$ cat src/rtl/ilt_pkg.sv
`timescale 1ns / 1ps

package ilt_pkg;

    localparam int MODE_W  = 2;
    localparam int VALUE_W = 32;
    localparam int POS_W   = 7;
    localparam int IDX_W   = 7;

    // found_index when nothing matched
    localparam logic [IDX_W-1:0] IDX_NONE = {IDX_W{1'b1}};

    typedef enum logic [MODE_W-1:0] {
        MODE_APPEND = 2'd0,
        MODE_FIND   = 2'd1,
        MODE_READ   = 2'd2,
        MODE_DELETE = 2'd3
    } t_mode;

    typedef enum logic [1:0] {
        ST_IDLE,
        ST_SCAN,
        ST_DONE
    } t_state;

endpackage

$ cat src/rtl/ilt_if.sv
`timescale 1ns / 1ps

interface ilt_in_if;
    logic                        valid;
    logic                        ready;
    logic [ilt_pkg::MODE_W-1:0]  mode;
    logic [ilt_pkg::VALUE_W-1:0] value;
    logic [ilt_pkg::POS_W-1:0]   position;

    modport source (output valid, mode, value, position, input ready);
    modport sink   (input valid, mode, value, position, output ready);
endinterface

interface ilt_out_if;
    logic                        valid;
    logic                        ready;
    logic                        ok;
    logic [ilt_pkg::IDX_W-1:0]   found_index;
    logic [ilt_pkg::VALUE_W-1:0] read_value;
    logic [ilt_pkg::IDX_W-1:0]   count_after;

    modport source (output valid, ok, found_index, read_value, count_after, input ready);
    modport sink   (input valid, ok, found_index, read_value, count_after, output ready);
endinterface

$ cat src/rtl/ilt_cell.sv
`timescale 1ns / 1ps

module ilt_cell (
    input  logic                        i_clk,
    input  logic                        i_shift,
    input  logic [ilt_pkg::VALUE_W-1:0] i_d,
    output logic [ilt_pkg::VALUE_W-1:0] o_q
);
    import ilt_pkg::*;

    logic [VALUE_W-1:0] r_q;

    // one entry; loads i_d on every shift
    always_ff @(posedge i_clk) begin
        if (i_shift) begin
            r_q <= i_d;
        end
    end

    assign o_q = r_q;

endmodule

$ cat src/rtl/indexed_list_table_core.sv
`timescale 1ns / 1ps

// Ordered list of up to DEPTH unsigned 32-bit values with append, find, read
// and delete-with-compaction. The entries live in a ring of DEPTH cells; a
// request turns the ring once, one cell per cycle, so entry k sits at the
// head cell in scan step k. Find and read watch the head as it passes,
// append drops the new value into the ring at the step equal to the count,
// and delete feeds the ring from the second cell from the doomed position
// onwards, which closes the gap in the same turn. A request is not accepted
// while the previous one is still scanning or handing over its response;
// the next request is taken in the cycle after the response is loaded.
// A finished response waits in its own register; the block then accepts
// the next request while it is still held. count_after and found_index
// are the low seven bits of the count and position. No clearing after
// reset: only entries below the count are ever observed.
module indexed_list_table_core #(
    parameter int DEPTH = 64
) (
    input  logic   i_clk,
    input  logic   i_rst_n,
    ilt_in_if.sink    i_req,
    ilt_out_if.source o_rsp
);
    import ilt_pkg::*;

    localparam int CNT_W = $clog2(DEPTH + 1);
    localparam int STP_W = (DEPTH > 1) ? $clog2(DEPTH) : 1;
    // common width for position/count/step compares
    localparam int CMP_W = ((CNT_W > POS_W) ? CNT_W : POS_W) + 1;
    localparam logic [STP_W-1:0] STEP_LAST = STP_W'(DEPTH - 1);
    localparam logic [CNT_W-1:0] CNT_FULL  = CNT_W'(DEPTH);

    // ring of cells
    logic [VALUE_W-1:0] w_q [DEPTH];
    logic [VALUE_W-1:0] w_tail;
    logic [VALUE_W-1:0] w_next;
    logic               w_shift;

    genvar g;
    generate
        for (g = 0; g < DEPTH; g++) begin : g_cell
            logic [VALUE_W-1:0] w_d;
            if (g == DEPTH - 1) begin : g_tail
                assign w_d = w_tail;
            end else begin : g_link
                assign w_d = w_q[g + 1];
            end
            ilt_cell u_cell (
                .i_clk   (i_clk),
                .i_shift (w_shift),
                .i_d     (w_d),
                .o_q     (w_q[g])
            );
        end
        // entry after the head, used to close the gap on delete
        if (DEPTH > 1) begin : g_next
            assign w_next = w_q[1];
        end else begin : g_next_one
            assign w_next = w_q[0];
        end
    endgenerate

    // sequencer state
    t_state             r_state,  n_state;
    logic [CNT_W-1:0]   r_count,  n_count;
    logic [STP_W-1:0]   r_step,   n_step;
    t_mode              r_mode,   n_mode;
    logic [VALUE_W-1:0] r_value,  n_value;
    logic [POS_W-1:0]   r_pos,    n_pos;
    logic               r_ok,     n_ok;     // append/read/delete verdict
    logic               r_hit,    n_hit;    // find matched
    logic [IDX_W-1:0]   r_found,  n_found;
    logic [VALUE_W-1:0] r_rd,     n_rd;

    // response register
    logic               r_ovalid, n_ovalid;
    logic               r_ook,    n_ook;
    logic [IDX_W-1:0]   r_ofound, n_ofound;
    logic [VALUE_W-1:0] r_ord,    n_ord;
    logic [IDX_W-1:0]   r_ocount, n_ocount;

    logic w_accept;
    logic w_load;
    logic [CMP_W-1:0] w_step_x, w_pos_x, w_cnt_x;
    logic [CMP_W-1:0] w_in_pos_x;
    logic [VALUE_W-1:0] w_head;

    assign w_head     = w_q[0];
    assign w_step_x   = CMP_W'(r_step);
    assign w_pos_x    = CMP_W'(r_pos);
    assign w_cnt_x    = CMP_W'(r_count);
    assign w_in_pos_x = CMP_W'(i_req.position);

    assign i_req.ready = (r_state == ST_IDLE);
    assign w_accept    = i_req.valid && i_req.ready;

    always_comb begin
        n_state  = r_state;
        n_count  = r_count;
        n_step   = r_step;
        n_mode   = r_mode;
        n_value  = r_value;
        n_pos    = r_pos;
        n_ok     = r_ok;
        n_hit    = r_hit;
        n_found  = r_found;
        n_rd     = r_rd;
        w_shift  = 1'b0;
        w_tail   = w_head;
        w_load   = 1'b0;

        case (r_state)
            ST_IDLE: begin
                if (w_accept) begin
                    n_mode  = t_mode'(i_req.mode);
                    n_value = i_req.value;
                    n_pos   = i_req.position;
                    n_step  = '0;
                    n_hit   = 1'b0;
                    n_found = IDX_NONE;
                    n_rd    = '0;
                    if (t_mode'(i_req.mode) == MODE_APPEND) begin
                        n_ok = (r_count < CNT_FULL);
                    end else begin
                        n_ok = (w_in_pos_x < w_cnt_x);
                    end
                    n_state = ST_SCAN;
                end
            end
            ST_SCAN: begin
                w_shift = 1'b1;
                case (r_mode)
                    MODE_APPEND: begin
                        if (r_ok && (w_step_x == w_cnt_x)) begin
                            w_tail = r_value;
                        end
                    end
                    MODE_FIND: begin
                        if (!r_hit && (w_step_x < w_cnt_x) && (w_head == r_value)) begin
                            n_hit   = 1'b1;
                            n_found = IDX_W'(r_step);
                        end
                    end
                    MODE_READ: begin
                        if (r_ok && (w_step_x == w_pos_x)) begin
                            n_rd = w_head;
                        end
                    end
                    MODE_DELETE: begin
                        if (r_ok && (w_step_x >= w_pos_x)) begin
                            w_tail = w_next;
                        end
                    end
                    default: ;
                endcase
                n_step = r_step + 1'b1;
                if (r_step == STEP_LAST) begin
                    if (r_ok && (r_mode == MODE_APPEND)) begin
                        n_count = r_count + 1'b1;
                    end else if (r_ok && (r_mode == MODE_DELETE)) begin
                        n_count = r_count - 1'b1;
                    end
                    n_step  = '0;
                    n_state = ST_DONE;
                end
            end
            ST_DONE: begin
                if (!r_ovalid || o_rsp.ready) begin
                    w_load  = 1'b1;
                    n_state = ST_IDLE;
                end
            end
            default: n_state = ST_IDLE;
        endcase
    end

    // response register
    always_comb begin
        n_ovalid = r_ovalid;
        n_ook    = r_ook;
        n_ofound = r_ofound;
        n_ord    = r_ord;
        n_ocount = r_ocount;
        if (r_ovalid && o_rsp.ready) begin
            n_ovalid = 1'b0;
        end
        if (w_load) begin
            n_ovalid = 1'b1;
            n_ook    = (r_mode == MODE_FIND) ? r_hit : r_ok;
            n_ofound = r_found;
            n_ord    = r_rd;
            n_ocount = IDX_W'(r_count);
        end
    end

    always_ff @(posedge i_clk) begin
        if (!i_rst_n) begin
            r_state  <= ST_IDLE;
            r_count  <= '0;
            r_step   <= '0;
            r_ovalid <= 1'b0;
        end else begin
            r_state  <= n_state;
            r_count  <= n_count;
            r_step   <= n_step;
            r_ovalid <= n_ovalid;
        end
    end

    always_ff @(posedge i_clk) begin
        r_mode   <= n_mode;
        r_value  <= n_value;
        r_pos    <= n_pos;
        r_ok     <= n_ok;
        r_hit    <= n_hit;
        r_found  <= n_found;
        r_rd     <= n_rd;
        r_ook    <= n_ook;
        r_ofound <= n_ofound;
        r_ord    <= n_ord;
        r_ocount <= n_ocount;
    end

    assign o_rsp.valid       = r_ovalid;
    assign o_rsp.ok          = r_ook;
    assign o_rsp.found_index = r_ofound;
    assign o_rsp.read_value  = r_ord;
    assign o_rsp.count_after = r_ocount;

endmodule

$ cat src/flat_wrapper.sv
// flat-port wrapper written by rule: the top's interface ports become plain ports
module indexed_list_table_core_flat import ilt_pkg::*;
#(
    parameter int DEPTH = 64
)
  (i_clk, i_rst_n, i_req_valid, i_req_mode, i_req_value, i_req_position, i_req_ready, o_rsp_valid, o_rsp_ok, o_rsp_found_index, o_rsp_read_value, o_rsp_count_after, o_rsp_ready);
  ilt_in_if i_req_i ();
  ilt_out_if o_rsp_i ();
  input  logic i_clk;
  input  logic i_rst_n;
  input wire logic [$bits(i_req_i.valid)-1:0] i_req_valid;
  input wire logic [$bits(i_req_i.mode)-1:0] i_req_mode;
  input wire logic [$bits(i_req_i.value)-1:0] i_req_value;
  input wire logic [$bits(i_req_i.position)-1:0] i_req_position;
  output wire logic [$bits(i_req_i.ready)-1:0] i_req_ready;
  output wire logic [$bits(o_rsp_i.valid)-1:0] o_rsp_valid;
  output wire logic [$bits(o_rsp_i.ok)-1:0] o_rsp_ok;
  output wire logic [$bits(o_rsp_i.found_index)-1:0] o_rsp_found_index;
  output wire logic [$bits(o_rsp_i.read_value)-1:0] o_rsp_read_value;
  output wire logic [$bits(o_rsp_i.count_after)-1:0] o_rsp_count_after;
  input wire logic [$bits(o_rsp_i.ready)-1:0] o_rsp_ready;
  assign i_req_i.valid = i_req_valid;
  assign i_req_i.mode = i_req_mode;
  assign i_req_i.value = i_req_value;
  assign i_req_i.position = i_req_position;
  assign i_req_ready = i_req_i.ready;
  assign o_rsp_valid = o_rsp_i.valid;
  assign o_rsp_ok = o_rsp_i.ok;
  assign o_rsp_found_index = o_rsp_i.found_index;
  assign o_rsp_read_value = o_rsp_i.read_value;
  assign o_rsp_count_after = o_rsp_i.count_after;
  assign o_rsp_i.ready = o_rsp_ready;
  indexed_list_table_core #(.DEPTH(DEPTH)) u_core (.i_clk(i_clk), .i_rst_n(i_rst_n), .i_req(i_req_i), .o_rsp(o_rsp_i));
endmodule
$ cat config.mk
export PLATFORM = sky130hd
export DESIGN_NAME = indexed_list_table_core_flat
export DESIGN_NICKNAME = d
export VERILOG_FILES = /design/src/rtl/ilt_pkg.sv /design/src/rtl/ilt_if.sv /design/src/rtl/ilt_cell.sv /design/src/rtl/indexed_list_table_core.sv /design/src/flat_wrapper.sv
export SDC_FILE = /design/constraint.sdc
export NUM_CORES = 1
export LEC_CHECK = 0
export ABC_AREA = 1
export BUFFER_PORTS_ARGS = -buffer_cell sky130_fd_sc_hd__buf_2
export CORE_MARGIN = 2
export CORE_UTILIZATION = 30
export CTS_CLUSTER_SIZE = 10
export DETAILED_ROUTE_END_ITERATION = 12
export PLACE_DENSITY_LB_ADDON = 0.1
export SLEW_MARGIN = 20
export SYNTH_ARGS = -nofsm -noshare
export SYNTH_HDL_FRONTEND = slang
export SYNTH_SLANG_ARGS = --single-unit
$ cat constraint.sdc
create_clock -name i_clk -period 47.2 [get_ports i_clk]
set_input_delay 7.08 -clock i_clk [delete_from_list [all_inputs] [get_ports i_clk]]
set_output_delay 7.08 -clock i_clk [all_outputs]
set_load 0.1 [all_outputs]
; Word-level counts from Yosys, hierarchy flattened
; Index checks and enable logic that the tools add are counted.
[word_totals]
wordCells = 158
input_bits = 45
regBits = 2193
[op_classes]
mux = 32
reduce_logical = 24
n_eq_ne = 16
n_addsub = 3
order_cmp = 4
[ops]
columns = cell, n
row1 = $mux W32, 6
row2 = $pmux W32 S2, 2
row3 = $mux W7, 5
row4 = $eq A32 B32 Y1, 1
row5 = $eq A6 B7 Y1, 2
row6 = $pmux W7 S2, 1
row7 = $mux W6, 2
row8 = $pmux W6 S2, 1
row9 = $mux W1, 10
row10 = $ne A2 B1 Y1 const B, 5
row11 = $logic_and A1 B1 Y1, 9
row12 = $reduce_and A4 Y1, 2
row13 = $add A7 B1 Y7 const B, 1
row14 = $ge A6 B7 Y1, 1
row15 = $lt A6 B7 Y1, 1
row16 = $lt A7 B7 Y1, 1
row17 = $lt A7 B7 Y1 const B, 1
row18 = $sub A7 B1 Y7 const B, 1
row19 = $add A6 B1 Y6 const B, 1
row20 = $eq A2 B2 Y1 const B, 3
row21 = $eq A6 B6 Y1 const B, 1
row22 = $logic_not A2 Y1, 3
row23 = $mux W2, 3
row24 = $pmux W2 S3, 1
row25 = 8 further kinds, 15

; Logic depth before layout (Yosys ltp)
[logic_depth]
depth_word = 6
mapped_depth = 12

; By module
; Synthesis repeated with hierarchy kept, for this count alone.
[hier_totals]
cells_unflattened = 2896
area_unflattened_um2 = 69156.3
[by_module_without_submodules]
columns = mod, n_inst, area_per_inst_um2, cells_per_inst
row1 = ilt_cell, 64, 960.9, 32
row2 = indexed_list_table_core, 1, 7657.3, 848

; Least setup slack after synthesis
; No wires, ideal clock.
[synth_path]
path_type = flip-flop to flip-flop
from = reg u_core.r_state[0]
to = reg u_core.r_hit (data pin)
setup_slack_ns = 20.336
path_stages_with_launch = 3
arrival_ns = 22.098
required_ns = 42.434
setup_ns = 4.766
path_buffers = 0
cell_sequence = dfxtp_1 > nand2_1 > inv_2
[synth_via]
elab_chain_cells = 2
word_cells_on_any_way = 3
classes_between = eq/ne (1) / mux (1) / reduce/logical (1)
[synth_rtl]
columns = element, line
row1 = "start, declared", indexed_list_table_core.sv:64  ; t_state r_state, n_state;
row2 = "start signal, assigned", indexed_list_table_core.sv:203  ; r_state <= n_state;
row3 = $eq A2 B1 Y1 or $logic_not A2 Y1 (tied branches), indexed_list_table_core.sv:112  ; case (r_state)
row4 = $pmux W1 S2 *, indexed_list_table_core.sv:112
row5 = "end signal, assigned", indexed_list_table_core.sv:215  ; r_hit <= n_hit;
row6 = "end, declared", indexed_list_table_core.sv:71  ; logic r_hit, n_hit;
; Every way passes the cells marked *; elsewhere a longest branch is shown, timed or not.
; A chain may end at the register's enable or synchronous reset.

; Final worst setup path
[layout_path]
from = reg u_core.r_state[0]
to = out i_req_ready
[layout_via]
elab_chain_cells = 1
[layout_rtl]
columns = element, line
row1 = $logic_not A2 Y1, indexed_list_table_core.sv:94  ; assign i_req.ready = (r_state == ST_IDLE);
row2 = "end, declared", flat_wrapper.sv:15  ; output wire logic [$bits(i_req_i.ready)-1:0] i_req_ready;
; No other way between the ends.

==> qor.txt <==
number of synthesis warnings: 0
period utilization: 19.0%
DPL Wire Length: 55500 um
clock sinks: 2193
fillers: 21000
Worst EP required: 40.12 ns
grt ovf: 0
number of DRC violations after detailed-routing iteration 0: 2164
area used by multi-input combinational logic: 3140 um2
Starting Density: 30.2%
via count: 26400
IO Pins: 94
Die Wd: 486 um
Cell Rows: 176
clk root buf: clkbuf_16
RSZ-0062 raised after global routing: false
total CTS buffers: 276
Worst Hold Class: flip-flop to flip-flop
max incr delay on CP: 0.46 ns
share of layout cells above drive strength 1: 16.6%
Synth top area share: 93.9%
Setup Buffers After CTS: 0
Total Wirelength: 112000 um
status: finished, final reports clean
Yosys cell types: 36
worst setup path class: flip-flop to output port
Synth Area per Inst: 24.0 um2
Syn Inst Count: 2894
hold-fix buffers at CTS: 0
vias per cell: 4.16
CTS tree: yes
Slew Viols, Final: 0
largest net degree at the start of global routing: 205
largest fanout on the critical path: 5
switching pwr: 0.000879 W
highest-delay cell along the critical path: buf_2
Int Power: 0.00344 W
Final setup viols: 0
H-tree Lvls: 5
antenna violations before repair: 6
top post-synthesis cells by count: 2177 x edfxtp_1, 142 x nand2_1, 132 x inv_1
most used flip-flop cell after synthesis: edfxtp_1
Worst-Margin Slew: 1.06 ns
area delta synth->final: 16.9%
Register Area: 65700 um2
Cell Area, Synth: 69600 um2
VDD IR max: 0.0000265 V
Seq/Total Area, Yosys: 94.4%
Setup crit start kind: flip-flop
vias in the first global route: 27300
Crit. End Element: output port
Yosys top cell by area: edfxtp_1
DRC: 0
gpl congestion: 0.752
Clk pwr share: 41.4%
Sw Share: 20.4%
Fin. Hold Viols: 0
DIE AREA: 236000 um2
Die Height: 486 um
Routed Antenna Nets: 0
Clk pin slew, worst setup/hold paths: 0.06 ns
CTS resizes: 0
Area contributors post-synth: edfxtp_1 94%, nand2_1 0.77%, inv_1 0.71%
max-cap violation count: 0
total global-route track usage: 9.32%
crit path DAT: 1.90 ns
most frequent cell after synthesis: edfxtp_1
Setup Skew: 0.0600 ns
first-pass GRT wire length: 170000 um
clk buf depth: 4
worst setup slack after layout: 38.22 ns
core box area: 230000 um2
Slew headroom: 29.2%
Power Density: 53.0 nW/um2
Worst-Skew Late Latency: 0.88 ns
NumNets Final: 3333
DR WL/cell: 17.7 um
Syn Nets: 2968
Final Critical Period: 8.98 ns
register bit total from synthesis: 2193
IO buf count: 93
sequential fraction of design power: 55.4%
P_leak: 26.6 nW
asr flop ratio synth: 0%
Setup TNS: 0 ns
crit path cell chain: nor2_1, buf_2
Post-synth EDFFs: 2177
First-pass DRT Iterations: 5
Setup WS pre-CTS: 37.82 ns
combinational share of power: 3.2%
fmax: 111 MHz
through the flow:
step,instance area [um2],std cells,power [W],hold slack [ns],util [%]
after floorplan,69600,2894,0.00266,0.400,-
after global placement,73900,6006,0.00256,0.401,32.1
after detailed placement,73900,6006,0.00257,0.405,32.1
after CTS,81300,6346,0.00441,0.353,35.3
after global routing,81300,6347,0.00450,0.362,35.3
final,81300,6348,0.00431,0.365,35.3
final timing paths:
check | cells past startpoint | to | startpoint | slack, ns
min | 0 | u_core.g_cell[33].u_cell.o_q[8]$_DFFE_PP_ | u_core.g_cell[34].u_cell.o_q[8]$_DFFE_PP_ | 0.37
max reg2reg | 8 | u_core.g_cell[48].u_cell.o_q[13]$_DFFE_PP_ | u_core.r_state[0]$_SDFFE_PN0P_ | 40.67
min reg2reg | 0 | u_core.g_cell[33].u_cell.o_q[8]$_DFFE_PP_ | u_core.g_cell[34].u_cell.o_q[8]$_DFFE_PP_ | 0.37
max | 2 | i_req_ready | u_core.r_state[0]$_SDFFE_PN0P_ | 38.22
kinds of logic (layout without fill, tap and decap cells):
logic type,Yosys count,in the layout,synth area share [%]
xor+xnor,18,18,0.227
other cells,0,1,0
simple gates,325,325,2.09
flops,2193,2193,94.4
compound gates,157,157,1.63
buf+inv,172,599,1.13
fa+ha+maj,29,29,0.532
power groups by stage:
stage | Clock (W) | Combinational, W | Sequential [W]
floorplan | 0 | 0.0000903 | 0.00257
global placement | 0 | 0.000137 | 0.00243
detailed placement | 0 | 0.000143 | 0.00242
CTS | 0.00187 | 0.000142 | 0.00239
global route | 0.00194 | 0.000154 | 0.00240
finish | 0.00179 | 0.000138 | 0.00239
per-layer routing:
metal | vias up | global-route usage (%) | routed length, um
met1 | 13800 | 12.8 | 53000
met2 | 487 | 13.7 | 49500
li1 | 11900 | - | -
met5 | - | 0 | 0
met4 | 0 | 4.66 | 4700
met3 | 326 | 2.38 | 4820
final cells by class:
cell class | instances | share of cell area (%)
antenna | 1 | 0.00308
clock buffer | 321 | 8.94
clock inverter | 19 | 0.174
inverter | 136 | 0.637
multi-input combinational | 529 | 3.86
sequential | 2193 | 80.8
tap | 3026 | 4.66
timing repair buffer | 123 | 0.955
registers in the layout (all words and copies together) (netlist names), 6 cells and up:
register,count
u_core.r_pos,7
u_core.r_count,7
u_core.r_found,7
u_core.o_rsp.read_value,32
u_core.o_rsp.count_after,7
u_core.r_step,6
u_core.r_value,32
u_core.r_rd,32
u_core.o_rsp.found_index,7
u_core.g_cell.u_cell.o_q,2048
worst max-delay path, delay by kind of cell (launching register included):
kind,cells,cell delay (ns)
flops,1,0.38
buf+inv,1,0.46
simple gates,1,0.17
cells in the final DEF (no fill, tap or decap), types with 6 or more instances in the layout:
| cell | synthesis | final |
|---|---|---|
| a21oi_1 | 36 | 36 |
| a21oi_2 | 56 | 56 |
| buf_2 | 11 | 93 |
| buf_4 | 6 | 23 |
| clkbuf_1 | 6 | 36 |
| clkbuf_16 | 0 | 285 |
| clkinv_1 | 0 | 10 |
| dfxtp_1 | 16 | 16 |
| edfxtp_1 | 2177 | 2177 |
| ha_1 | 28 | 27 |
| inv_1 | 132 | 131 |
| nand2_1 | 142 | 141 |
| nand2_2 | 31 | 32 |
| nand3_1 | 73 | 73 |
| nand4_1 | 6 | 6 |
| nor2_1 | 58 | 58 |
| o21ai_0 | 18 | 16 |
| o21ai_2 | 30 | 30 |
| o22ai_1 | 7 | 7 |
| xnor2_1 | 10 | 10 |
| xor2_1 | 8 | 8 |
Power figures use the tool's default switching activity.
